[config.mk]
export PLATFORM = sky130hd
export DESIGN_NAME = scancode_key_tracker_text_writer_top
export DESIGN_NICKNAME = d
export VERILOG_FILES = /design/src/hdl/skctw_pkg.sv /design/src/hdl/skctw_queue.sv /design/src/hdl/skctw_front.sv /design/src/hdl/skctw_back.sv /design/src/hdl/scancode_key_tracker_text_writer_top.sv
export SDC_FILE = /design/constraint.sdc
export NUM_CORES = 1
export LEC_CHECK = 0
export ABC_AREA = 1
export BUFFER_PORTS_ARGS = -buffer_cell sky130_fd_sc_hd__clkbuf_2
export CAP_MARGIN = 25
export CELL_PAD_IN_SITES_DETAIL_PLACEMENT = 0
export CELL_PAD_IN_SITES_GLOBAL_PLACEMENT = 2
export CORE_ASPECT_RATIO = 1.25
export CORE_UTILIZATION = 43
export CTS_BUF_LIST = sky130_fd_sc_hd__clkbuf_2 sky130_fd_sc_hd__clkbuf_4 sky130_fd_sc_hd__clkbuf_8
export DETAILED_ROUTE_END_ITERATION = 6
export PLACE_DENSITY_LB_ADDON = 0.05
export SLEW_MARGIN = 20
export SYNTH_ARGS = -nofsm -noshare
export SYNTH_HDL_FRONTEND = slang
export SYNTH_SLANG_ARGS = --single-unit
[constraint.sdc]
create_clock -name clk -period 8.3 [get_ports clk]
set_clock_uncertainty 0.05 [all_clocks]
set_input_delay 0.415 -clock clk [delete_from_list [all_inputs] [get_ports clk]]
set_output_delay 0.415 -clock clk [all_outputs]
set_load 0.01 [all_outputs]
[src/hdl/skctw_pkg.sv]
// ----------------------------------------------------------------------------
// skctw_pkg
// Shared types, constants and the key character table for the set-1 scancode
// key tracker and text writer.
// ----------------------------------------------------------------------------
package skctw_pkg;

	localparam int unsigned CODE_W  = 8;
	localparam int unsigned KEY_W   = 6;
	localparam int unsigned CELL_W  = 11;
	localparam int unsigned ATTR_W  = 8;
	localparam int unsigned CHAR_W  = 8;
	localparam int unsigned VALUE_W = ATTR_W + CHAR_W;

	localparam int unsigned MAX_HELD_DEF     = 8;
	localparam int unsigned SCREEN_CELLS_DEF = 2000;

	localparam logic [CODE_W-1:0] LAST_MAKE    = 8'h39;
	localparam logic [CODE_W-1:0] BREAK_BASE   = 8'h80;
	localparam logic [CODE_W-1:0] BREAK_LAST   = 8'hB9;
	localparam logic [ATTR_W-1:0] ATTR_RESET   = 8'hF4;
	localparam logic [CELL_W-1:0] CURSOR_RESET = 11'd5;
	localparam logic [CHAR_W-1:0] CHAR_SPACE   = 8'h20;

	localparam int unsigned NUM_KEYS = 58;

	localparam logic [CHAR_W-1:0] KEY_CHARS [0:NUM_KEYS-1] = '{
		" ", " ", "1", "2", "3", "4", "5", "6", "7", "8", "9", "0", "-", "+", " ", " ",
		"q", "w", "e", "r", "t", "y", "u", "i", "o", "p", "[", "]", " ", " ", "a", "s",
		"d", "f", "g", "h", "j", "k", "l", ";", "'", " ", " ", " ", "z", "x", "c", "v",
		"b", "n", "m", ",", ".", "/", " ", " ", 8'h00, " "
	};

	typedef struct packed {
		logic             press;
		logic [KEY_W-1:0] key;
	} cmd_t;

	typedef struct packed {
		logic [CELL_W-1:0]  cell_index;
		logic [VALUE_W-1:0] cell_value;
	} result_t;

	typedef enum logic [2:0] {
		BK_IDLE,
		BK_SEARCH_RD,
		BK_SEARCH_CMP,
		BK_MOVE_RD,
		BK_MOVE_WR,
		BK_DECIDE
	} back_state_t;

	function automatic logic [CHAR_W-1:0] key_char(input logic [KEY_W-1:0] key);
		logic [CHAR_W-1:0] ch;
		ch = CHAR_SPACE;
		if (key <= KEY_W'(LAST_MAKE)) begin
			ch = KEY_CHARS[key];
		end
		return ch;
	endfunction

endpackage

[src/hdl/skctw_queue.sv]
// ----------------------------------------------------------------------------
// skctw_queue
// Two-entry queue with push/full and pop/empty sides.
// ----------------------------------------------------------------------------
module skctw_queue #(
	parameter int unsigned WIDTH = 1
) (
	input  logic             clk,
	input  logic             arst_n,
	input  logic             push,
	output logic             full,
	input  logic [WIDTH-1:0] wdata,
	input  logic             pop,
	output logic             empty,
	output logic [WIDTH-1:0] rdata
);
	logic [WIDTH-1:0] store_q [2];
	logic [1:0]       cnt_q;
	logic             wr_ptr_q;
	logic             rd_ptr_q;
	logic             do_push;
	logic             do_pop;

	assign full    = (cnt_q == 2'd2);
	assign empty   = (cnt_q == 2'd0);
	assign do_push = push && !full;
	assign do_pop  = pop && !empty;
	assign rdata   = store_q[rd_ptr_q];

	always_ff @(posedge clk or negedge arst_n) begin
		if (!arst_n) begin
			cnt_q    <= 2'd0;
			wr_ptr_q <= 1'b0;
			rd_ptr_q <= 1'b0;
		end else begin
			if (do_push) begin
				wr_ptr_q <= ~wr_ptr_q;
			end
			if (do_pop) begin
				rd_ptr_q <= ~rd_ptr_q;
			end
			if (do_push && !do_pop) begin
				cnt_q <= cnt_q + 2'd1;
			end else if (do_pop && !do_push) begin
				cnt_q <= cnt_q - 2'd1;
			end
		end
	end

	always_ff @(posedge clk) begin
		if (do_push) begin
			store_q[wr_ptr_q] <= wdata;
		end
	end
endmodule

[src/hdl/skctw_front.sv]
// ----------------------------------------------------------------------------
// skctw_front
// Input side: accept scancodes, classify make and break codes, drop the rest.
// ----------------------------------------------------------------------------
module skctw_front (
	input  logic                        push,
	output logic                        full,
	input  logic [skctw_pkg::CODE_W-1:0] scan_code,
	output logic                        cmd_push,
	input  logic                        cmd_full,
	output skctw_pkg::cmd_t             cmd
);
	import skctw_pkg::*;

	logic is_make;
	logic is_break;

	assign is_make  = (scan_code <= LAST_MAKE);
	assign is_break = (scan_code >= BREAK_BASE) && (scan_code <= BREAK_LAST);

	assign full      = cmd_full;
	assign cmd_push  = push && !cmd_full && (is_make || is_break);
	assign cmd.press = is_make;
	assign cmd.key   = scan_code[KEY_W-1:0];
endmodule

[src/hdl/skctw_back.sv]
// ----------------------------------------------------------------------------
// skctw_back
// Execution side: search the held-key store one entry at a time, add or
// remove keys, and emit one text cell for each new press the store can hold.
// ----------------------------------------------------------------------------
module skctw_back #(
	parameter int unsigned MAX_HELD     = skctw_pkg::MAX_HELD_DEF,
	parameter int unsigned SCREEN_CELLS = skctw_pkg::SCREEN_CELLS_DEF
) (
	input  logic                         clk,
	input  logic                         arst_n,
	input  logic                         cmd_empty,
	output logic                         cmd_pop,
	input  skctw_pkg::cmd_t              cmd,
	input  logic [skctw_pkg::ATTR_W-1:0] text_attribute,
	input  logic                         res_full,
	output logic                         res_push,
	output skctw_pkg::result_t           res
);
	import skctw_pkg::*;

	localparam int unsigned IDX_W = (MAX_HELD > 1) ? $clog2(MAX_HELD) : 1;
	localparam int unsigned CNT_W = $clog2(MAX_HELD + 1);
	localparam logic [CNT_W-1:0]  CNT_MAX  = CNT_W'(MAX_HELD);
	localparam logic [CELL_W-1:0] CELL_TOP = CELL_W'(SCREEN_CELLS - 1);

	back_state_t state_q, state_d;

	logic [KEY_W-1:0]  held_mem [MAX_HELD];
	logic [KEY_W-1:0]  rd_data_q;
	logic [IDX_W-1:0]  rd_addr;
	logic              wr_en;
	logic [IDX_W-1:0]  wr_addr;
	logic [KEY_W-1:0]  wr_data;

	logic              press_q;
	logic [KEY_W-1:0]  key_q;
	logic [IDX_W-1:0]  idx_q, idx_d;
	logic [CNT_W-1:0]  count_q, count_d;
	logic [CNT_W-1:0]  count_m1;
	logic [CELL_W-1:0] cursor_q, cursor_d;
	logic              load_cmd;

	assign count_m1 = count_q - CNT_W'(1);

	always_ff @(posedge clk or negedge arst_n) begin
		if (!arst_n) begin
			state_q  <= BK_IDLE;
			count_q  <= '0;
			cursor_q <= CURSOR_RESET;
			idx_q    <= '0;
		end else begin
			state_q  <= state_d;
			count_q  <= count_d;
			cursor_q <= cursor_d;
			idx_q    <= idx_d;
		end
	end

	always_ff @(posedge clk) begin
		if (load_cmd) begin
			press_q <= cmd.press;
			key_q   <= cmd.key;
		end
	end

	always_ff @(posedge clk) begin
		rd_data_q <= held_mem[rd_addr];
		if (wr_en) begin
			held_mem[wr_addr] <= wr_data;
		end
	end

	assign res.cell_index = cursor_q;
	assign res.cell_value = {text_attribute, key_char(key_q)};

	always_comb begin
		state_d  = state_q;
		count_d  = count_q;
		cursor_d = cursor_q;
		idx_d    = idx_q;
		load_cmd = 1'b0;
		cmd_pop  = 1'b0;
		res_push = 1'b0;
		wr_en    = 1'b0;
		wr_addr  = idx_q;
		wr_data  = rd_data_q;
		rd_addr  = idx_q;
		unique case (state_q)
			BK_IDLE: begin
				if (!cmd_empty) begin
					cmd_pop  = 1'b1;
					load_cmd = 1'b1;
					idx_d    = '0;
					state_d  = (count_q == '0) ? BK_DECIDE : BK_SEARCH_RD;
				end
			end
			BK_SEARCH_RD: begin
				state_d = BK_SEARCH_CMP;
			end
			BK_SEARCH_CMP: begin
				if (rd_data_q == key_q) begin
					state_d = press_q ? BK_IDLE : BK_MOVE_RD;
				end else if (CNT_W'(idx_q) == count_m1) begin
					state_d = BK_DECIDE;
				end else begin
					idx_d   = idx_q + IDX_W'(1);
					state_d = BK_SEARCH_RD;
				end
			end
			BK_MOVE_RD: begin
				rd_addr = count_m1[IDX_W-1:0];
				count_d = count_m1;
				state_d = BK_MOVE_WR;
			end
			BK_MOVE_WR: begin
				wr_en   = 1'b1;
				state_d = BK_IDLE;
			end
			BK_DECIDE: begin
				if (!press_q || count_q == CNT_MAX) begin
					state_d = BK_IDLE;
				end else if (!res_full) begin
					wr_en    = 1'b1;
					wr_addr  = count_q[IDX_W-1:0];
					wr_data  = key_q;
					count_d  = count_q + CNT_W'(1);
					res_push = 1'b1;
					cursor_d = (cursor_q == CELL_TOP) ? '0 : cursor_q + CELL_W'(1);
					state_d  = BK_IDLE;
				end
			end
			default: begin
				state_d = BK_IDLE;
			end
		endcase
	end
endmodule

[src/hdl/scancode_key_tracker_text_writer_top.sv]
// ----------------------------------------------------------------------------
// scancode_key_tracker_text_writer_top
// Set-1 scancode key tracker and text writer: tracks held keys and writes one
// attributed character cell for each new key press.
//
//   channel   handshake             payload
//   input     push / full           scan_code
//   result    pop / empty           cell_index, cell_value
//   config    cfg_valid / cfg_ready text_attribute
//
// The back end searches the held entries one at a time for each popped make
// or break code (one store read and compare per entry); a new press is added
// and written as a cell, a released key is removed by moving the last entry
// into its slot. Ignored codes are dropped at the input when accepted.
// Reset clears the key count, sets the cursor to 5 and the attribute to 0xF4.
// A full result queue holds the back end; a full command queue raises full.
// ----------------------------------------------------------------------------
module scancode_key_tracker_text_writer_top #(
	parameter int unsigned MAX_HELD     = skctw_pkg::MAX_HELD_DEF,
	parameter int unsigned SCREEN_CELLS = skctw_pkg::SCREEN_CELLS_DEF
) (
	input  logic                          clk,
	input  logic                          arst_n,
	input  logic                          push,
	output logic                          full,
	input  logic [skctw_pkg::CODE_W-1:0]  scan_code,
	output logic                          empty,
	input  logic                          pop,
	output logic [skctw_pkg::CELL_W-1:0]  cell_index,
	output logic [skctw_pkg::VALUE_W-1:0] cell_value,
	input  logic                          cfg_valid,
	output logic                          cfg_ready,
	input  logic [skctw_pkg::ATTR_W-1:0]  text_attribute
);
	import skctw_pkg::*;

	logic [ATTR_W-1:0] attr_q;
	logic              cmd_push;
	logic              cmd_full;
	logic              cmd_empty;
	logic              cmd_pop;
	cmd_t              cmd_in;
	cmd_t              cmd_out;
	logic              res_push;
	logic              res_full;
	result_t           res_in;
	result_t           res_out;

	assign cfg_ready = 1'b1;

	always_ff @(posedge clk or negedge arst_n) begin
		if (!arst_n) begin
			attr_q <= ATTR_RESET;
		end else if (cfg_valid && cfg_ready) begin
			attr_q <= text_attribute;
		end
	end

	skctw_front u_front (
		.push      (push),
		.full      (full),
		.scan_code (scan_code),
		.cmd_push  (cmd_push),
		.cmd_full  (cmd_full),
		.cmd       (cmd_in)
	);

	skctw_queue #(
		.WIDTH ($bits(cmd_t))
	) u_cmd_queue (
		.clk    (clk),
		.arst_n (arst_n),
		.push   (cmd_push),
		.full   (cmd_full),
		.wdata  (cmd_in),
		.pop    (cmd_pop),
		.empty  (cmd_empty),
		.rdata  (cmd_out)
	);

	skctw_back #(
		.MAX_HELD     (MAX_HELD),
		.SCREEN_CELLS (SCREEN_CELLS)
	) u_back (
		.clk            (clk),
		.arst_n         (arst_n),
		.cmd_empty      (cmd_empty),
		.cmd_pop        (cmd_pop),
		.cmd            (cmd_out),
		.text_attribute (attr_q),
		.res_full       (res_full),
		.res_push       (res_push),
		.res            (res_in)
	);

	skctw_queue #(
		.WIDTH ($bits(result_t))
	) u_res_queue (
		.clk    (clk),
		.arst_n (arst_n),
		.push   (res_push),
		.full   (res_full),
		.wdata  (res_in),
		.pop    (pop),
		.empty  (empty),
		.rdata  (res_out)
	);

	assign cell_index = res_out.cell_index;
	assign cell_value = res_out.cell_value;
endmodule

**Word level (Yosys, flattened, before mapping)**

Memory sizes are Yosys's and may differ from the RTL's. A register that Yosys moved wholly into a read port is not among the register bits.
Cells that the tools add are included.

- Bits in registers: 37
- RAM bits: 116
- ROM bits: 512
- Logic and storage cells: 128
- Memories kept: 4

Memories:

| name | depth | width | read ports | clocked after Yosys merged registers in | wr ports | line | text |
|---|---|---|---|---|---|---|---|
| (no name shown) | 64 | 8 | 1 | 0 | 0 | skctw_pkg.sv:57 | `ch = KEY_CHARS[key];` |
| u_res_queue.store_q | 2 | 27 | 1 | 0 | 1 | skctw_queue.sv:17 | `logic [WIDTH-1:0] store_q [2];` |
| u_back.held_mem | 8 | 6 | 1 | 1 | 1 | skctw_back.sv:29 | `logic [KEY_W-1:0] held_mem [MAX_HELD];` |
| u_cmd_queue.store_q | 2 | 7 | 1 | 1 | 1 | skctw_queue.sv:17 |  |

- Add/subtract/negate cells: 8
- $lt $le $gt $ge: 5
- Equal/unequal tests: 17
- Mux-type cells: 42
- Bitwise operators: 7
- Reduce and logical (&&, ||, !) cells: 34

Operators by type and width:

| cell | number |
|---|---|
| $mux 3 | 13 |
| $mux 8 | 3 |
| $mux 6 | 3 |
| $pmux 3 s5 | 1 |
| $add 11x1->11 const B | 1 |
| $eq 11x11->1 const B | 1 |
| $logic_and 1x1->1 | 11 |
| $mux 1 | 11 |
| $mux 11 | 1 |
| $mux 2 | 5 |
| $ne 2x2->1 const B | 5 |
| $logic_not 1->1 | 9 |
| $ge 8x8->1 const B | 1 |
| $le 8x6->1 const B | 1 |
| $le 8x8->1 const B | 1 |
| $mux 4 | 2 |
| $pmux 4 s2 | 1 |
| $reduce_bool 2->1 | 4 |
| $ge 7x7->1 const B | 1 |
| $not 6->7 | 1 |
| $eq 3x2->1 const B | 2 |
| $eq 3x3->1 const B | 2 |
| $eq 6x6->1 | 1 |
| $le 6x6->1 const B | 1 |
| 20 further kinds | 31 |

**Logic depth before layout (Yosys ltp)**

- Word-level depth: 9
- Mapped depth: 12

**Modules after synthesis**

From an unflattened synthesis, not the netlist that was laid out.

- Cell total of the unflattened synthesis: 873
- Area, all modules: 8026.4 µm²

By module, submodules not included:

| module | instances | cells each | area each (µm²) | seq. area each (µm²) |
|---|---|---|---|---|
| skctw_back | 1 | 581 | 4675.7 | 2299.7 |
| skctw_queue at u_res_queue | 1 | 172 | 2192.1 | 1721.7 |
| skctw_queue at u_cmd_queue | 1 | 68 | 738.2 | 520.5 |
| scancode_key_tracker_text_writer_top | 1 | 36 | 322.8 | 206.4 |
| skctw_front | 1 | 16 | 97.6 | 0.0 |

**Least setup slack after synthesis**

No wires, ideal clock.

- Path kind: reg2reg
- Start point: register u_back.count_q[0]
- End point: memory u_res_queue.store_q[1][0] (netlist bit), enable pin
- Arrival time: 2.520 ns
- Required time: 7.840 ns
- Setup slack: 5.320 ns
- Stages on the path, launching flop included: 10
- Buffers on the path: 2
- Clock period less this slack: 2.980 ns
- Cells stage by stage: dfrtp_1 > inv_1 > ha_1 > nand3_2 > nand2_1 > nor2_1 > nand2_2 > buf_6 > buf_4 > nor2_1

- Word-level cells in the longest chain between the ends: 7

Ends and longest elaborated chain:

| element | line | text |
|---|---|---|
| from (decl) | skctw_back.sv:39 | `logic [CNT_W-1:0] count_q, count_d;` |
| from (signal assigned) | skctw_back.sv:54 | `count_q <= count_d;` |
| $eq 4x4->1 | skctw_back.sv:121 | `if (!press_q \|\| count_q == CNT_MAX) begin` |
| $logic_or 1x1->1 | skctw_back.sv:121 |  |
| $mux 1 | skctw_back.sv:121 |  |
| $mux 1 | skctw_back.sv:89 | `unique case (state_q)` |
| $logic_and 1x1->1 | skctw_queue.sv:26 | `assign do_push = push && !full;` |
| $mux 1 | skctw_queue.sv:51 | `if (do_push) begin` |
| $mux 1 (implied by the code) | skctw_queue.sv:52 | `store_q[wr_ptr_q] <= wdata;` |
| to (decl) | skctw_queue.sv:17 |  |

Every way passes these cells.

**Worst setup path in the final report**

- Start point: register u_back.count_q[0]
- End point: memory u_back.held_mem[1][2], enable pin

- Word-level cells in the longest chain between the ends: 6
- Elaborated cells on any way between the ends: 9
- Classes of those cells: 1 x eq/ne; 7 x mux; 1 x reduce/logical

Ends and longest elaborated chain:

| element | line | text |
|---|---|---|
| $eq 4x4->1 | skctw_back.sv:121 |  |
| $logic_or 1x1->1 | skctw_back.sv:121 |  |
| $mux 1 | skctw_back.sv:121 |  |
| $pmux 1 s2 | skctw_back.sv:89 |  |
| $mux 1 | skctw_back.sv:69 | `if (wr_en) begin` |
| $mux 1 (implied by the code) | skctw_back.sv:70 | `held_mem[wr_addr] <= wr_data;` |
| to (decl) | skctw_back.sv:29 |  |

Several ways; a longest one is shown, not always the timed one.

==> results.py <==
metrics = {
    "logic_synthesis": {
        "synth_nets": 874,
        "synth_async_sr_flop_share_pct": 22.6,
        "synth_edf_count": 121,
        "synth_cells": 841,
        "synthesis.area_um2": 7820,
        "ys_seq_elements": 164,
        "synthFlopType": "edfxtp_1",
        "ys_types": 42,
        "yosysWarnings": 0,
        "seq_area_frac_synth_pct": 60.0,
        "syn_area_per_cell_um2": 9.30,
    },
    "critical_path": {
        "worst_ep_arrival_time_ps": 2920,
        "crit_type": "flip-flop to flip-flop",
        "cp_slowest_cell": "o21ai_0",
        "cp.required_ps": 8330,
        "cp_max_fo": 30,
        "end_kind": "flip-flop",
        "rrSetupSlack_ps": 5410,
        "crit_chain": "inv_1 -> ha_1 -> nand3_2 -> nand2_1 -> nor2_1 -> nand2_2 -> o21ai_0 -> nand2_1 -> nor2_1",
        "startpoint_type": "flip-flop",
        "slowest_delay_ps": 450,
    },
    "detailed_routing": {
        "firstDrtPassIters": 7,
        "drt-initial-drc-count": 228,
        "num_vias": 5513,
        "wl_per_cell_um": 14.1,
        "drc": 3,
        "antenna_left": 0,
        "routed_wl_um": 16000,
        "via_per_inst": 4.88,
    },
    "timing": {
        "period_minus_slack_ps": 2890,
        "maxSlewViolCount": 0,
        "post-route-period-util_pct": 34.8,
        "fin_ws_ps": 5410,
        "final_hold_viol_count": 0,
        "fmax_ghz": 0.346,
        "worst_pin_slew_ps": 998,
        "setup_viol": 0,
        "totalNegativeSetupSlack_ps": 0,
        "relSlewSlack_pct": 33.5,
        "rsz0062_at_grt": "false",
    },
    "global_route": {
        "grt_pass1_wl_um": 26100,
        "grt_start_max_net_pins": 38,
        "grt_overflow": 0,
        "antenna_found_initial": 0,
        "grt_use_total_pct": 18.3,
        "grt_pass1_vias": 5423,
    },
    "floorplanning": {
        "start_util_pct": 44.3,
        "ios": 51,
        "die_h_um": 153,
        "dieArea_um2": 18700,
        "rows": 54,
        "core_um2": 17600,
        "fp.dieW_um": 123,
    },
    "cts": {
        "h-tree-depth": 4,
        "cts.repair.resized": 0,
        "cts_root_buf": "clkbuf_8",
        "postCtsSetupRepairBufs": 0,
        "clock_path_buffers": 2,
        "clock_sinks": 164,
        "clk_pin_slew_ps": 90,
        "cts_tree": "yes",
        "insertion_delay_ps": 440,
        "holdBufCountCts": 0,
        "cts_buffers": 17,
    },
    "layout": {
        "n_antenna_cell": 0,
        "final-seq-area_um2": 4690,
        "layout_commonest_cell": "nand2_1",
        "syn_to_final_growth_pct": 10.9,
        "multi_input_area_um2": 2580,
        "postLayoutCellArea_um2": 8670,
        "nets": 926,
        "drive_above_1_share_pct": 13.2,
        "mostFrequentLayoutCells": "nand2_1, edfxtp_1, inv_1, nand3_1, clkbuf_2",
        "fill_cells": 1687,
    },
    "worst_hold_path": {
        "hp-class": "input pin to flip-flop",
    },
    "power": {
        "leakagePower_nw": 3.88,
        "p_per_area_nw_per_um2": 330,
        "power.total_mw": 2.86,
        "vdd_drop_max_uv": 174,
    },
    "place": {
        "io_buffers": 48,
        "hpwl_um": 11600,
        "gp_congestion": 0.829,
        "post_dp_cell_area_um2": 8260,
        "place_ws_ps": 5260,
    },
    "run": {
        "max_cap_viol_count": 0,
    },
    "run_status": {
        "outcome": "complete, but fails checks",
        "violations": "design-rule violations",
    },
}
[cells by family after synthesis]
group           count (synthesis)  share of synthesized area [%]
xor+xnor                       16                           1.79
buf+inv                       136                           7.14
compound gates                 78                           5.63
simple gates                  424                           22.2
flops                         164                           60.0
mux                             9                           1.28
other cells                     2                         0.0961
fa+ha+maj                      12                           1.92
[path summary, 6_finish.rpt]
check | startpoint | end | depth (start not counted)
min in group asynchronous | arst_n | u_cmd_queue.wr_ptr_q$_DFFE_PN0P_ | 2
worst max register to register | u_back.count_q[0]$_DFFE_PN0P_ | u_back.held_mem[1][2]$_DFFE_PP_ | 9
max in group asynchronous | arst_n | attr_q[7]$_DFFE_PN1P_ | 3
worst min-delay path | scan_code[4] | u_cmd_queue.store_q[0][4]$_DFFE_PP_ | 1
worst min register to register | attr_q[3]$_DFFE_PN0P_ | u_res_queue.store_q[1][11]$_DFFE_PP_ | 0
worst max-delay path | u_back.count_q[0]$_DFFE_PN0P_ | u_back.held_mem[1][2]$_DFFE_PP_ | 9
[critical path, delay by kind of cell (launching register included)]
family                   cells  cell delay, ps
flip-flops                   1             440
adder cells (fa/ha/maj)      1             280
AND/OR/NAND/NOR              6            1150
AO/OA/AOI/OAI                1             450
buffers and inverters        1             150
[per-stage QoR]
step	hold WS, ps	instances	utilization (%)
detailed placement	409	1095	46.9
finish	145	1130	49.2
global route	125	1130	49.2
CTS	110	1127	48.9
floorplan	69.4	841	-
global placement	393	1095	46.9
[synth_stat cells (3+ instances only)]
cell	count	share of area (%)
mux2_2	8	1.2
o211ai_1	3	0.29
nor3_1	5	0.32
dfstp_2	7	2.4
buf_2	8	0.51
buf_4	6	0.58
o22ai_1	4	0.32
inv_1	105	5.0
clkbuf_1	11	0.53
nand3_1	52	3.3
nand4_1	10	0.80
a21oi_1	21	1.3
dfxtp_1	6	1.5
or2_2	3	0.24
edfxtp_1	121	46
nand2_1	301	14
dfrtp_1	30	9.6
nor2_1	45	2.2
o21ai_0	38	2.4
xor2_1	11	1.2
xnor2_1	5	0.56
o21ai_2	3	0.34
ha_1	12	1.9
[power breakdown]
group	internal (mW)	leakage [nW]	switching (mW)
clock	0.243	0.177	0.292
sequential	1.08	1.61	0.134
combinational	0.367	2.10	0.749
[sequential cells by signal, indices dropped and copies added (netlist names), 2 cells and up]
name	count
u_cmd_queue.store_q	14
u_res_queue.cnt_q	2
u_cmd_queue.cnt_q	2
u_back.cursor_q	11
u_back.key_q	6
u_back.idx_q	3
u_back.count_q	4
attr_q	8
u_back.state_q	3
u_back.rd_data_q	6
u_res_queue.store_q	52
u_back.held_mem	48
[final cells by class]
class | count | share of cell area (%)
Clock inverter | 14 | 1.47
Multi-Input combinational cell | 541 | 29.7
Clock buffer | 18 | 2.79
Sequential cell | 164 | 54.1
Inverter | 109 | 4.72
Tap cell | 224 | 3.23
Timing Repair Buffer | 60 | 3.98
[layer usage]
metal / part of all wire [%] / vias up / global-route usage [%]
li1: - / 2836 / -
met1: 41 / 2544 / 21.3
met2: 53 / 100 / 31.9
met3: 3.3 / 33 / 3.37
met4: 3.0 / 0 / 8.71
met5: 0 / - / 0
Power figures use the tool's default switching activity.
